<file path="src/hw/rtl/sem_pkg.sv">
// ----------------------------------------------------------------------------
// Sobel edge magnitude package
// Shared widths, register indices and types.
// ----------------------------------------------------------------------------
package sem_pkg;

    localparam int PIX_W      = 8;
    localparam int MAG_W      = 21;
    localparam int ABS_W      = 10;   // |G| <= 1020
    localparam int SUM_W      = 10;   // p0 + 2*p1 + p2 <= 1020
    localparam int CFG_IDX_W  = 2;
    localparam int CFG_DATA_W = 13;
    localparam int CFG_WID_W  = 11;
    localparam int CFG_HGT_W  = 13;

    localparam logic [CFG_IDX_W-1:0] CFG_IMAGE_WIDTH  = 2'd0;
    localparam logic [CFG_IDX_W-1:0] CFG_IMAGE_HEIGHT = 2'd1;

    localparam logic [CFG_WID_W-1:0] RST_IMAGE_WIDTH  = 11'd640;
    localparam logic [CFG_HGT_W-1:0] RST_IMAGE_HEIGHT = 13'd480;

    localparam logic [MAG_W-1:0] MAG_MAX = 21'd2080800;

    // window[row][col], row 0 is the oldest line, col 2 the newest pixel
    typedef logic [2:0][2:0][PIX_W-1:0] t_window;

    typedef struct packed {
        logic emit;   // interior position, a result follows
        logic last;   // last interior position of the frame
    } t_pos_info;

endpackage

</file>
<file path="src/hw/rtl/sem_gradient.sv">
// ----------------------------------------------------------------------------
// Sobel gradient datapath
// Window to |Gx|,|Gy| stage, then squares and sum into the output register.
// ----------------------------------------------------------------------------
module sem_gradient #(
    parameter int COL_W = 10,
    parameter int ROW_W = 12
) (
    input  logic                        i_clk,
    input  logic                        i_rst_n,
    input  logic                        i_valid,
    output logic                        o_ready,
    input  sem_pkg::t_window            i_win,
    input  logic [COL_W-1:0]            i_col,
    input  logic [ROW_W-1:0]            i_row,
    input  logic                        i_last,
    output logic                        o_valid,
    input  logic                        i_ready,
    output logic [sem_pkg::MAG_W-1:0]   o_magnitude,
    output logic [COL_W-1:0]            o_col,
    output logic [ROW_W-1:0]            o_row,
    output logic                        o_last
);

    localparam int DIF_W = sem_pkg::SUM_W + 2;

    logic [sem_pkg::SUM_W-1:0] gx_pos, gx_neg, gy_pos, gy_neg;
    logic signed [DIF_W-1:0]   gx, gy;
    logic [sem_pkg::ABS_W-1:0] ax, ay;

    logic                      r_s2_valid;
    logic [sem_pkg::ABS_W-1:0] r_ax, r_ay;
    logic [COL_W-1:0]          r_s2_col;
    logic [ROW_W-1:0]          r_s2_row;
    logic                      r_s2_last;

    logic                      r_o_valid;
    logic [sem_pkg::MAG_W-1:0] r_mag;
    logic [COL_W-1:0]          r_o_col;
    logic [ROW_W-1:0]          r_o_row;
    logic                      r_o_last;

    logic                      out_ready, s2_ready;

    function automatic logic [sem_pkg::SUM_W-1:0] wsum(
        input logic [sem_pkg::PIX_W-1:0] a,
        input logic [sem_pkg::PIX_W-1:0] b,
        input logic [sem_pkg::PIX_W-1:0] c
    );
        return sem_pkg::SUM_W'(a) + (sem_pkg::SUM_W'(b) << 1) + sem_pkg::SUM_W'(c);
    endfunction

    always_comb begin
        gx_pos = wsum(i_win[0][2], i_win[1][2], i_win[2][2]);
        gx_neg = wsum(i_win[0][0], i_win[1][0], i_win[2][0]);
        gy_pos = wsum(i_win[0][0], i_win[0][1], i_win[0][2]);
        gy_neg = wsum(i_win[2][0], i_win[2][1], i_win[2][2]);
        gx     = $signed({2'b00, gx_pos}) - $signed({2'b00, gx_neg});
        gy     = $signed({2'b00, gy_pos}) - $signed({2'b00, gy_neg});
        ax     = sem_pkg::ABS_W'(gx < 0 ? -gx : gx);
        ay     = sem_pkg::ABS_W'(gy < 0 ? -gy : gy);
    end

    assign out_ready = !r_o_valid || i_ready;
    assign s2_ready  = !r_s2_valid || out_ready;
    assign o_ready   = s2_ready;

    always_ff @(posedge i_clk) begin
        if (!i_rst_n) begin
            r_s2_valid <= 1'b0;
            r_o_valid  <= 1'b0;
        end else begin
            if (s2_ready) begin
                r_s2_valid <= i_valid;
            end
            if (out_ready) begin
                r_o_valid <= r_s2_valid;
            end
        end
    end

    always_ff @(posedge i_clk) begin
        if (s2_ready && i_valid) begin
            r_ax      <= ax;
            r_ay      <= ay;
            r_s2_col  <= i_col;
            r_s2_row  <= i_row;
            r_s2_last <= i_last;
        end
        if (out_ready && r_s2_valid) begin
            r_mag    <= sem_pkg::MAG_W'(r_ax) * sem_pkg::MAG_W'(r_ax)
                      + sem_pkg::MAG_W'(r_ay) * sem_pkg::MAG_W'(r_ay);
            r_o_col  <= r_s2_col;
            r_o_row  <= r_s2_row;
            r_o_last <= r_s2_last;
        end
    end

    assign o_valid     = r_o_valid;
    assign o_magnitude = r_mag;
    assign o_col       = r_o_col;
    assign o_row       = r_o_row;
    assign o_last      = r_o_last;

endmodule

</file>
<file path="config.mk">
export PLATFORM = sky130hd
export DESIGN_NAME = sem_gradient
export DESIGN_NICKNAME = d
export VERILOG_FILES = /design/src/hw/rtl/sem_pkg.sv /design/src/hw/rtl/sem_gradient.sv
export SDC_FILE = /design/constraint.sdc
export NUM_CORES = 1
export LEC_CHECK = 0
export BUFFER_PORTS_ARGS = -buffer_cell sky130_fd_sc_hd__buf_2
export CELL_PAD_IN_SITES_DETAIL_PLACEMENT = 0
export CELL_PAD_IN_SITES_GLOBAL_PLACEMENT = 1
export CORE_MARGIN = 2
export CORE_UTILIZATION = 40
export CTS_CLUSTER_DIAMETER = 120
export CTS_CLUSTER_SIZE = 16
export DETAILED_ROUTE_END_ITERATION = 8
export PLACE_DENSITY = 0.83
export SLEW_MARGIN = 20
export SYNTH_ARGS = -nofsm -noshare
export SYNTH_HDL_FRONTEND = slang
export SYNTH_SLANG_ARGS = --single-unit
</file>
<file path="constraint.sdc">
create_clock -name i_clk -period 13.8 [get_ports i_clk]
set_input_delay 1.38 -clock i_clk [delete_from_list [all_inputs] [get_ports i_clk]]
set_output_delay 1.38 -clock i_clk [all_outputs]
set_load 0.01 [all_outputs]
</file>
# --- Word-level counts from Yosys, hierarchy flattened ---
# Cells that the tools add are included.
word_totals:
  rom_bits: 0
  latch_bits: 0
  register_bits: 89
  elab_cells: 36
  memories: 0
  ram_bits: 0
  in_bits: 99
classes:
  shifts: 0
  n_mux: 2
  n_lt_le_gt_ge: 2
  eq_ne: 0
  add_sub_neg: 13
  div: 0
  multipliers: 2
  bitwise: 0
  n_reduce_logical: 6
ops:
  columns: ["op", "n"]
  rows:
  - ["$add 10x8->10", 4]
  - ["$add 8x9->10", 4]
  - ["$mul 10x10->20", 2]
  - ["$lt 11x1->1 const B", 2]
  - ["$sub 10x10->11", 2]
  - ["$add 20x20->21", 1]
  - ["$mux 10", 2]
  - ["$neg 10->10", 2]
  - ["$logic_and 1x1->1", 2]
  - ["$logic_not 1->1", 2]
  - ["$logic_or 1x1->1", 2]

# --- Depth between registers and ports, before layout ---
logic_depth:
  ltp_word: 5
  mapped_depth: 21

# --- Worst setup path after synthesis ---
# No wires, ideal clock.
synth_path:
  kind: "reg-to-reg"
  start: "reg r_ax[2] in the netlist's numbering"
  end: "reg r_mag, in the netlist o_magnitude[18], data pin"
  setup_time_ns: 0.180
  arrival_ns: 5.898
  setup_slack_ns: 7.721
  synth_period_minus_slack_ns: 6.079
  stages_incl_launch_ff: 21
  path_cell_list: "edfxtp_1 -> clkbuf_1 -> and2_1 -> fa_1 -> inv_1 -> fa_1 -> inv_1 -> fa_1 -> fa_1 -> fa_1 -> fa_1 -> inv_1 -> fa_1 -> inv_1 -> ha_1 -> a21o_1 -> a21oi_1 -> o21bai_1 -> a2111oi_2 -> nor2_1 -> o311ai_1"
synth_between:
  elab_chain_cells: 2
synth_lines:
  columns: ["item", "line", "rtl"]
  rows:
  - ["from (decl)", "sem_gradient.sv:32", "logic [sem_pkg::ABS_W-1:0] r_ax, r_ay;"]
  - ["from (signal assigned)", "sem_gradient.sv:84", "r_ax <= ax;"]
  - ["$mul 10x10->20", "sem_gradient.sv:91", "r_mag <= sem_pkg::MAG_W'(r_ax) * sem_pkg::MAG_W'(r_ax)"]
  - ["$add 20x20->21", "sem_gradient.sv:92", "+ sem_pkg::MAG_W'(r_ay) * sem_pkg::MAG_W'(r_ay);"]
  - ["to (signal assigned)", "sem_gradient.sv:91", null]
  - ["to (decl)", "sem_gradient.sv:38", "logic [sem_pkg::MAG_W-1:0] r_mag;"]
# No other way between the ends.
# A chain may end at the register's enable or synchronous reset.

# --- Worst setup path in the final report ---
layout_path:
  start: "reg r_ax[5] in the netlist's numbering"
  end: "reg r_mag, in the netlist o_magnitude[18], data pin"
# Same word-level chain as after synthesis.

==> out/qor.txt <==
Iteration-0 DRC Markers = 330
Met1 GRT Util = 18.4%
Die width = 171 um
CTS tree = built
Die area = 29100 sq um
Non-filler cells, final = 1516
Num Clock Sinks = 89
Final slew viol count = 0
Worst setup margin = 7.07 ns
Post-synth EDFFs = 87
Tcrit/Tclk final = 48.8%
Hold crit path type = reg -> reg
Avg Cell Area, Syn = 11.0 sq um
FF+latch count, synth = 89
Share of cells above drive strength 1 = 14.7%
Number of global-route vias before repair = 7551
Critical Path RT = 13.95 ns
Detailed placement HPWL = 18.1 mm
Post-Synth Adder-Cell Area = 47.4%
Post-layout util = 46.1%
Initial antenna violation count = 2
Synthesized cell area = 11100 sq um
Sequential cell area = 2650 sq um
DR vias/cell = 4.72
Total track usage = 15.2%
Largest family of logic cells by synthesized area = adder cells
Post-synth top area share = 34.6%
Placed Instances = 1499
Met2 usage = 27.5%
Commonest non-fill, non-tap cell in the layout = inv_1
Port bufs = 136
Max_slew headroom = 32.8%
Post-synthesis xor/xnor area fraction = 4.02%
Setup Viol. Count Final = 0
CP endpoint kind = register
Unrepaired setup endpoints after global routing = false
Syn nets = 1414
Achievable frequency = 0.149 GHz
Synth area leader = fa_1
Status = finished clean
Mapped Cells = 1010
Sequential share of the synthesized area = 23.9%
Global route overflow = 0
Die Y = 171 um
Final Skew = 0.0190 ns
Post-synthesis simple-gate area fraction = 8.51%
Busiest grt layer = met2
Largest net degree at the start of global routing = 44
Compound-Gate Fraction of Synth Area = 6.57%
WL final = 20.7 mm
CTS resizes = 0
CTS root buf = clkbuf_16
Hold Path Cell Cnt = 0
# rows = 60
Global-route wire length before repair = 35.1 mm
Post-synthesis mux area share = 0.282%
Final number of hold-violating endpoints = 0
Worst Max-Slew Pin Slew = 1.01 ns
Most frequent cells in the layout = 254 x inv_1, 192 x fa_1, 136 x buf_2
Max Root-Sink Buffers = 2
Via count = 7155
Worst-skew pair later-pin latency = 0.36 ns
Initial core utilization = 41.0%
Clk slew on worst S/H paths = 0.08 ns
Final Wtd Congestion = 0.844
Post-route antenna net violation count = 0
R2R cell count = 20
Primary FF master, synth = edfxtp_1
Hold-fix buffers, CTS = 0
# IOs = 145
Crit path launch type = register
FFs w/ async S/R, synth = 0%
Area growth, synth to finish = 12.5%
Postcts setup bufs = 0
Sum Neg Setup Slack = 0 ns
Footprint of the multi-input gates = 7420 sq um
Global routing usage on met3 = 2.82%
Drt pass-1 iters = 4
Filler cells = 2562
Crit Path Class = reg -> reg
Wire length per cell = 13.6 um
Yosys cell types = 55
Fin crit period = 6.73 ns
Post-Place Setup Slack = 7.08 ns
Max FO, Critical Path = 8
Fin nets = 1542
Max-capacitance violation count = 0
Arr. time, crit path = 6.88 ns
YS warnings = 0
TritonCTS Buffers = 9
Drc violations = 0
Synth top area cells = fa_1 35%, edfxtp_1 24%, ha_1 13%
Core area = 27100 sq um
H-tree levels = 3
## stage by stage
| step | instance area (sq um) | hold slack (ns) |
|---|---|---|
| floorplan | 11100 | 0.400 |
| global placement | 12200 | 0.400 |
| detailed placement | 12200 | 0.405 |
| CTS | 12500 | 0.417 |
| global route | 12500 | 0.423 |
| finish | 12500 | 0.411 |
## cell usage after synthesis, types with 3 or more instances
cell type and instances:
inv_1 254, fa_1 192, ha_1 113, edfxtp_1 87, nand2_1 61, and2_1 44, xnor2_1 37, nor2_1 30
a21o_1 20, a21oi_1 20, clkbuf_1 18, xor2_1 14, nor2b_1 12, o21ai_0 9, nor3_1 8, a31oi_1 7
and3_1 7, a211oi_1 6, o21a_1 6, nand2b_1 5, o21bai_1 5, nand3_1 4, o21ai_1 4, or2_2 4
nand3b_1 3
## worst paths after layout
check                            startpoint               to  slack [ns]
worst max register to register      r_ax[5]  o_magnitude[18]        7.07
worst min-delay path            r_s2_row[6]         o_row[6]        0.41
worst max-delay path                r_ax[5]  o_magnitude[18]        7.07
worst min register to register  r_s2_row[6]         o_row[6]        0.41
## cell type report
cell class	count	area share, %
clock buffer	9	1.80
antenna	1	0.0200
multi-input combinational	647	59.4
clock inverter	7	0.651
tap	372	3.73
timing repair buffer	137	5.51
inverter	254	7.64
sequential	89	21.2
## worst max-delay path, cell delays in order (launching register included)
cell       delay, ns
edfxtp_1        0.56
inv_1           0.20
nor2_1          0.09
fa_1            0.59
inv_1           0.07
fa_1            0.54
inv_1           0.05
fa_1            0.48
fa_1            0.57
fa_1            0.44
fa_1            0.49
inv_1           0.05
fa_1            0.51
inv_1           0.05
ha_1            0.35
a21o_1          0.19
a21oi_1         0.14
o21bai_1        0.10
a2111oi_2       0.55
nor2_1          0.19
o311ai_1        0.32
## cells by family after synthesis
logic type | Yosys count
multiplexers | 3
flip-flops | 89
XOR/XNOR | 51
AND/OR/NAND/NOR | 186
AO/OA/AOI/OAI | 102
adder cells (fa/ha/maj) | 305
buffers and inverters | 274
## flip-flops by register name (all words and copies together) (netlist names)
| register | count |
|---|---|
| o_col | 10 |
| r_s2_col | 10 |
| r_ay | 10 |
| r_ax | 10 |
| o_magnitude | 21 |
| r_s2_last | 1 |
| r_s2_valid | 1 |
| o_valid | 1 |
| o_last | 1 |
| o_row | 12 |
| r_s2_row | 12 |
## layer usage
metal	up-vias	routed length, um
li1	3420	-
met1	3573	8450
met2	128	11000
met3	32	747
met4	2	469
met5	-	11
Power is not shown: default switching activity piles up to over one toggle a cycle in this logic, so the estimate is an artifact.
