===== src/hw/rtl/sem_pkg.sv =====
// ----------------------------------------------------------------------------
// Sobel edge magnitude package
// Shared widths, register indices and types.
// ----------------------------------------------------------------------------
package sem_pkg;

    localparam int PIX_W      = 8;
    localparam int MAG_W      = 21;
    localparam int ABS_W      = 10;   // |G| <= 1020
    localparam int SUM_W      = 10;   // p0 + 2*p1 + p2 <= 1020
    localparam int CFG_IDX_W  = 2;
    localparam int CFG_DATA_W = 13;
    localparam int CFG_WID_W  = 11;
    localparam int CFG_HGT_W  = 13;

    localparam logic [CFG_IDX_W-1:0] CFG_IMAGE_WIDTH  = 2'd0;
    localparam logic [CFG_IDX_W-1:0] CFG_IMAGE_HEIGHT = 2'd1;

    localparam logic [CFG_WID_W-1:0] RST_IMAGE_WIDTH  = 11'd640;
    localparam logic [CFG_HGT_W-1:0] RST_IMAGE_HEIGHT = 13'd480;

    localparam logic [MAG_W-1:0] MAG_MAX = 21'd2080800;

    // window[row][col], row 0 is the oldest line, col 2 the newest pixel
    typedef logic [2:0][2:0][PIX_W-1:0] t_window;

    typedef struct packed {
        logic emit;   // interior position, a result follows
        logic last;   // last interior position of the frame
    } t_pos_info;

endpackage


===== src/hw/rtl/sem_raster_ctrl.sv =====
// ----------------------------------------------------------------------------
// Sobel raster position control
// Configuration registers, frame size clamping and column/row counters.
// ----------------------------------------------------------------------------
module sem_raster_ctrl #(
    parameter int MAX_WIDTH  = 1024,
    parameter int MAX_HEIGHT = 4096,
    parameter int COL_W      = $clog2(MAX_WIDTH),
    parameter int ROW_W      = $clog2(MAX_HEIGHT)
) (
    input  logic                            i_clk,
    input  logic                            i_rst_n,
    input  logic                            i_cfg_we,
    input  logic [sem_pkg::CFG_IDX_W-1:0]   i_cfg_index,
    input  logic [sem_pkg::CFG_DATA_W-1:0]  i_cfg_data,
    input  logic                            i_advance,
    output logic [COL_W-1:0]                o_col,
    output logic [COL_W-1:0]                o_next_col,
    output logic [COL_W-1:0]                o_ctr_col,
    output logic [ROW_W-1:0]                o_ctr_row,
    output sem_pkg::t_pos_info              o_info
);

    logic [sem_pkg::CFG_WID_W-1:0] r_cfg_width;
    logic [sem_pkg::CFG_HGT_W-1:0] r_cfg_height;
    logic [COL_W-1:0]              r_col, n_col;
    logic [ROW_W-1:0]              r_row, n_row;
    logic [COL_W-1:0]              w_last;
    logic [ROW_W-1:0]              h_last;
    logic [31:0]                   w_ext, h_ext;
    logic                          cfg_hit;
    logic                          col_end, row_end;

    assign cfg_hit = i_cfg_we && ((i_cfg_index == sem_pkg::CFG_IMAGE_WIDTH) ||
                                  (i_cfg_index == sem_pkg::CFG_IMAGE_HEIGHT));

    always_ff @(posedge i_clk) begin
        if (!i_rst_n) begin
            r_cfg_width  <= sem_pkg::RST_IMAGE_WIDTH;
            r_cfg_height <= sem_pkg::RST_IMAGE_HEIGHT;
        end else if (i_cfg_we) begin
            if (i_cfg_index == sem_pkg::CFG_IMAGE_WIDTH) begin
                r_cfg_width <= i_cfg_data[sem_pkg::CFG_WID_W-1:0];
            end
            if (i_cfg_index == sem_pkg::CFG_IMAGE_HEIGHT) begin
                r_cfg_height <= i_cfg_data[sem_pkg::CFG_HGT_W-1:0];
            end
        end
    end

    // clamp to 3..MAX, held as last index
    always_comb begin
        w_ext = 32'(r_cfg_width);
        h_ext = 32'(r_cfg_height);
        if (w_ext < 32'd3) begin
            w_last = COL_W'(2);
        end else if (w_ext > 32'(MAX_WIDTH)) begin
            w_last = COL_W'(MAX_WIDTH - 1);
        end else begin
            w_last = COL_W'(w_ext - 32'd1);
        end
        if (h_ext < 32'd3) begin
            h_last = ROW_W'(2);
        end else if (h_ext > 32'(MAX_HEIGHT)) begin
            h_last = ROW_W'(MAX_HEIGHT - 1);
        end else begin
            h_last = ROW_W'(h_ext - 32'd1);
        end
    end

    assign col_end = (r_col >= w_last);
    assign row_end = (r_row >= h_last);

    always_comb begin
        n_col = r_col;
        n_row = r_row;
        if (cfg_hit) begin
            n_col = '0;
            n_row = '0;
        end else if (i_advance) begin
            if (col_end) begin
                n_col = '0;
                n_row = row_end ? '0 : r_row + ROW_W'(1);
            end else begin
                n_col = r_col + COL_W'(1);
            end
        end
    end

    always_ff @(posedge i_clk) begin
        if (!i_rst_n) begin
            r_col <= '0;
            r_row <= '0;
        end else begin
            r_col <= n_col;
            r_row <= n_row;
        end
    end

    assign o_col       = r_col;
    assign o_next_col  = n_col;
    assign o_ctr_col   = r_col - COL_W'(1);
    assign o_ctr_row   = r_row - ROW_W'(1);
    assign o_info.emit = (r_col >= COL_W'(2)) && (r_row >= ROW_W'(2));
    assign o_info.last = col_end && row_end;

endmodule


===== config.mk =====
export PLATFORM = sky130hd
export DESIGN_NAME = sem_raster_ctrl
export DESIGN_NICKNAME = d
export VERILOG_FILES = /design/src/hw/rtl/sem_pkg.sv /design/src/hw/rtl/sem_raster_ctrl.sv
export SDC_FILE = /design/constraint.sdc
export NUM_CORES = 1
export LEC_CHECK = 0
export ABC_CLOCK_PERIOD_IN_PS = 5810
export BUFFER_PORTS_ARGS = -buffer_cell sky130_fd_sc_hd__buf_4
export CELL_PAD_IN_SITES_DETAIL_PLACEMENT = 2
export CELL_PAD_IN_SITES_GLOBAL_PLACEMENT = 2
export CORE_MARGIN = 8
export CORE_UTILIZATION = 34
export CTS_BUF_LIST = sky130_fd_sc_hd__clkbuf_4 sky130_fd_sc_hd__clkbuf_8 sky130_fd_sc_hd__clkbuf_16
export CTS_CLUSTER_DIAMETER = 30
export DETAILED_ROUTE_END_ITERATION = 12
export PLACE_DENSITY = 0.88
export SYNTH_ARGS = -nofsm -noshare
export SYNTH_HDL_FRONTEND = slang
export SYNTH_SLANG_ARGS = --single-unit

===== constraint.sdc =====
create_clock -name i_clk -period 5.81 [get_ports i_clk]
set_clock_uncertainty 0.1 [all_clocks]
set_input_delay 0 -clock i_clk [delete_from_list [all_inputs] [get_ports i_clk]]
set_output_delay 0 -clock i_clk [all_outputs]
set_load 0.01 [all_outputs]

After elaboration in Yosys (flattened, before gate mapping)
Cells that the tools add are included.
{"block": "word_totals", "in_bits": 19, "regBits": 46}
{"block": "op_classes", "addsub": 6, "magnitude_cmp": 8, "mux": 8, "eq_ne": 1, "reduce_logical": 9, "bitwise": 1}
{"operator": "10-bit 2-to-1 mux", "count": 5}
{"operator": "12-bit 2-to-1 mux", "count": 3}
{"operator": "12-bit by 1-bit subtractor with 12-bit output, second input constant", "count": 2}
{"operator": "10-bit by 1-bit subtractor with 10-bit output, second input constant", "count": 2}
{"operator": "13-bit > comparator, second input constant", "count": 1}
{"operator": "13-bit by 2-bit less-than comparator with 1-bit output, second input constant", "count": 1}
{"operator": "12-bit by 1-bit adder with 12-bit output, second input constant", "count": 1}
{"operator": "12-bit greater-or-equal comparator", "count": 1}
{"operator": "12-bit by 2-bit greater-or-equal comparator with 1-bit output, second input constant", "count": 1}
{"operator": "11-bit > comparator, second input constant", "count": 1}
{"operator": "11-bit by 2-bit less-than comparator with 1-bit output, second input constant", "count": 1}
{"operator": "10-bit by 1-bit adder with 10-bit output, second input constant", "count": 1}
{"operator": "10-bit greater-or-equal comparator", "count": 1}
{"operator": "10-bit by 2-bit greater-or-equal comparator with 1-bit output, second input constant", "count": 1}
{"operator": "2-bit AND reduction", "count": 3}
{"operator": "1-bit logical AND", "count": 3}
{"operator": "2-bit by 1-bit == test with 1-bit output, second input constant", "count": 1}
{"operator": "2-bit zero test", "count": 1}
{"operator": "2-bit OR reduction", "count": 1}
{"operator": "1-bit logical OR", "count": 1}
{"operator": "1-bit NOT", "count": 1}

Depth between registers and ports, before layout
{"block": "depth", "ltp_word": 7, "depth_mapped": 14, "depth_no_buf": 13}

Worst setup path before layout
OpenSTA, ideal clock, no wires.
{"block": "synth_path", "kind": "flip-flop to flip-flop", "from": "reg r_cfg_height[4] (netlist name)", "to": "reg r_row[10]", "period_less_slack_ns": 3.602, "t_required_ns": 5.651, "path_stages_with_launch": 14, "setup_time_ns": 0.059, "arrival_ns": 3.443, "setup_slack_ns": 2.208, "cell_sequence": "dfxtp_1 > or4_4 > or3_4 > or2_4 > o31a_1 > o21ai_1 > ha_1 > a21oi_1 > nor2_1 > a2111oi_0 > o21ai_0 > nor2b_1 > clkbuf_1 > a22o_1"}
{"block": "synth_via", "elab_chain_cells": 5, "word_cells_on_any_way": 7}
{"item": "start, declared", "line": "sem_raster_ctrl.sv:25", "text": "logic [sem_pkg::CFG_HGT_W-1:0] r_cfg_height;"}
{"item": "start signal, assigned", "line": "sem_raster_ctrl.sv:40", "text": "r_cfg_height <= sem_pkg::RST_IMAGE_HEIGHT;"}
{"item": "start signal, assigned", "line": "sem_raster_ctrl.sv:46", "text": "r_cfg_height <= i_cfg_data[sem_pkg::CFG_HGT_W-1:0];"}
{"item": "12-bit by 1-bit subtractor with 12-bit output / 13-bit > comparator (equally long branches)", "line": "sem_raster_ctrl.sv:67, sem_raster_ctrl.sv:64"}
{"item": "12-bit 2-to-1 mux", "line": "sem_raster_ctrl.sv:64", "text": "end else if (h_ext > 32'(MAX_HEIGHT)) begin"}
{"item": "12-bit 2-to-1 mux *", "line": "sem_raster_ctrl.sv:62", "text": "if (h_ext < 32'd3) begin"}
{"item": "12-bit greater-or-equal comparator *", "line": "sem_raster_ctrl.sv:72", "text": "assign row_end = (r_row >= h_last);"}
{"item": "12-bit 2-to-1 mux *", "line": "sem_raster_ctrl.sv:83", "text": "n_row = row_end ? '0 : r_row + ROW_W'(1);"}
{"item": "end signal, assigned", "line": "sem_raster_ctrl.sv:96", "text": "r_row <= n_row;"}
{"item": "end, declared", "line": "sem_raster_ctrl.sv:27", "text": "logic [ROW_W-1:0] r_row, n_row;"}
Every way passes the cells marked *; elsewhere a longest branch is shown, timed or not.
A chain may end at the register's enable or synchronous reset.

Worst setup path in the final report
Same ends and word-level chain as after synthesis.

==> flow_summary.yaml <==
clock_tree:
  clock_sinks: 46
  clock_tree.root_cell: "clkbuf_8"
  cts-resized-gates: 0
  path_clk_slew_ps: 90
  htree_levels: 2
  cts_made_buffers: 5
  clkLatencyLatePin_ps: 310
  cts_tree: "yes"
  cts_buffer_depth: 2
worst_setup_path:
  required_ps: 5960
  r2r_start: "r_cfg_height[4]$_SDFFE_PN0P_"
  crit_path_max_fanout: 14
  cp-end-kind: "register"
  worst_r2r_path_depth: 13
  cp-start-kind: "register"
  reg2reg_slack_ps: 1510
  path_class: "register to register"
  r2r-end: "r_row[10]$_SDFFE_PP0P_"
  crit_start: "r_cfg_height[4]$_SDFFE_PN0P_"
  arrival_ps: 4450
  critPathCapture: "r_row[10]$_SDFFE_PP0P_"
sta:
  maxSlewHeadroom_pct: 48.6
  worstMarginPinSlew_ps: 769
  hold_viol_final: 0
  rsz0062_at_grt: "false"
  setup_viol: 0
  min_period_ps: 4300
  fin_setup_tns_ps: 0
  period_share_pct: 74.0
  slew_violations: 0
  fmax_mhz: 233
  layout_setup_ws_ps: 1510
place:
  place_inst: 617
  numPortBuffers: 62
  place_ws_ps: 1610
  placed_cell_area_um2: 3890
  place_hpwl_mm: 9.13
  gp_routability_congestion: 0.768
final_layout:
  final_common_cell: "nand2_1"
  layout.cells.most_common_list: "nand2_1, buf_4, nor2_1, dfxtp_1"
  area_growth_pct: 25.6
  layout-drive-gt1-share_pct: 14.9
  fin_nets: 557
  final_cell_area_um2: 4170
  layout.cells.non_filler: 642
  num-fill-cells: 1140
  diodes: 0
global_routing:
  antenna_found_initial: 0
  grt_pass1_vias: 3901
  grt.met1_usage_pct: 20.0
  grt_pass1_wl_mm: 19.6
  use_met2_pct: 35.2
  grt_max_degree: 26
  use_met3_pct: 3.62
  busiest_layer: "met2"
  grt_use_total_pct: 18.5
  grt_overflow_total: 0
outcome:
  status: "complete, no violations"
power:
  power.switching_uw: 215
  p_leak_nw: 1.87
  p_clk_share_pct: 33.8
  peakVddDrop_v: 0.0000986
  combPwrFrac_pct: 20.7
  share_seq_of_total_power_pct: 45.5
  cellInternalPower_uw: 516
  netSwitchingFraction_pct: 29.4
  powerDensity_nw_per_um2: 175
  total_power_uw: 731
floorplan:
  coreArea_um2: 9640
  dieArea_um2: 13200
  ioPinCount: 63
  die_x_um: 115
  num_rows: 36
  die_h_um: 115
  initial_core_util_pct: 34.5
synthesis:
  ys_ff_latch: 46
  synth_cell_type_count: 44
  synth-main-ff-cell: "dfxtp_1"
  netlist_instances: 440
  yosysSeqAreaShare_pct: 27.7
  syn-num-nets: 489
  async_flop_share_pct: 0
  yosys_warnings: 0
  synth_edf_count: 0
  syn_area_per_cell_um2: 7.55
  synthesis.area_um2: 3320
routing:
  drt_iter0_markers: 75
  ant_nets: 0
  drc: 0
  dr_total_vias: 3434
  via_per_inst: 5.35
  drt_wl_total_mm: 11.9
  first_pass_iters: 4
  wire_per_inst_um: 18.5
flow_run:
  cap_viol_max_count: 0
min_path:
  hp-class: "input pin to register"
[per-layer routing]
metal	up-vias	wire [µm]
met2	57	6390
met4	0	171
li1	1665	-
met1	1696	4930
met3	16	392
met5	-	0
[how the worst min path moves through the flow]
stage	start	end	slack, ps	cells past startpoint
6_report	i_cfg_index[0]	r_cfg_width[10]$_SDFFE_PN0P_	30	4
5_1_grt	i_cfg_index[0]	r_cfg_width[5]$_SDFFE_PN0P_	60	4
4_1_cts	i_cfg_index[0]	r_cfg_width[10]$_SDFFE_PN0P_	20	4
3_5_place_dp	i_cfg_data[6]	r_cfg_height[6]$_SDFFE_PN1P_	130	3
3_3_place_gp	i_cfg_data[7]	r_cfg_width[7]$_SDFFE_PN1P_	130	3
2_1_floorplan	i_cfg_data[5]	r_cfg_height[5]$_SDFFE_PN1P_	20	2
[power by group through the flow]
stage	Sequential, mW	Clock, mW	Combinational, mW
2_1_floorplan	0.337	0	0.0851
3_5_place_dp	0.340	0	0.142
3_3_place_gp	0.339	0	0.131
6_report	0.333	0.247	0.152
4_1_cts	0.333	0.252	0.153
5_1_grt	0.334	0.265	0.169
[state kept, by name (all words and copies together) (netlist names)]
register      cells
r_cfg_height     13
r_row            12
r_cfg_width      11
o_col            10
[worst max-delay path, stage by stage, from the launching register on]
cell and delay [ps]:
dfxtp_1 370, or4_4 570, or3_4 360, or2_4 260, o31a_1 370, o21ai_1 180, ha_1 270, a21oi_1 180
nor2_1 80, a2111oi_0 360, o21ai_0 160, buf_4 210, nor2b_1 540, a22o_1 230
[cell usage after synthesis (all sizes together) (7+ instances only)]
| cell | n | area (µm²) |
|---|---|---|
| a21boi | 19 | 143 |
| a21oi | 9 | 45.0 |
| a22o | 8 | 70.1 |
| and3 | 10 | 62.6 |
| clkbuf | 20 | 75.1 |
| dfxtp | 46 | 921 |
| ha | 30 | 375 |
| inv | 14 | 52.6 |
| nand2 | 71 | 267 |
| nand2b | 7 | 43.8 |
| nand3 | 13 | 65.1 |
| nor2 | 47 | 176 |
| nor2b | 9 | 56.3 |
| nor3 | 11 | 55.1 |
| nor4 | 9 | 56.3 |
| o21ai | 33 | 165 |
| xnor2 | 9 | 78.8 |
| xor2 | 30 | 263 |
[cell type report]
| cell class | count | area, µm² | share of cell area (%) |
|---|---|---|---|
| Timing Repair Buffer | 81 | 651 | 15.6 |
| Sequential cell | 46 | 921 | 22.1 |
| Tap cell | 133 | 166 | 3.99 |
| Inverter | 14 | 52.6 | 1.26 |
| Multi-Input combinational cell | 360 | 2270 | 54.5 |
| Clock inverter | 3 | 40.0 | 0.959 |
| Clock buffer | 5 | 68.8 | 1.65 |
[what timing repair did]
action | in CTS | in global routing
buffers inserted | 0 | 0
endpoints found under the hold margin | 26 | 0
hold buffers | 17 | 0
[cell families (layout without fill, tap and decap cells)]
kind of cell	count (synthesis)	after routing	synth area share (%)
multiplexers	1	1	0.301
AO/OA/AOI/OAI	96	96	19.1
buffers and inverters	34	103	3.84
AND/OR/NAND/NOR	194	194	27.5
flip-flops	46	46	27.7
adder cells (fa/ha/maj)	30	30	11.3
XOR/XNOR	39	39	10.3
[metrics by stage]
stage	util [%]	hold WS, ps
after floorplan	-	24.0
final	43.3	31.3
after detailed placement	40.4	131
after CTS	43.3	15.1
after global routing	43.3	58.7
after global placement	40.4	132
Power figures use the tool's default switching activity.
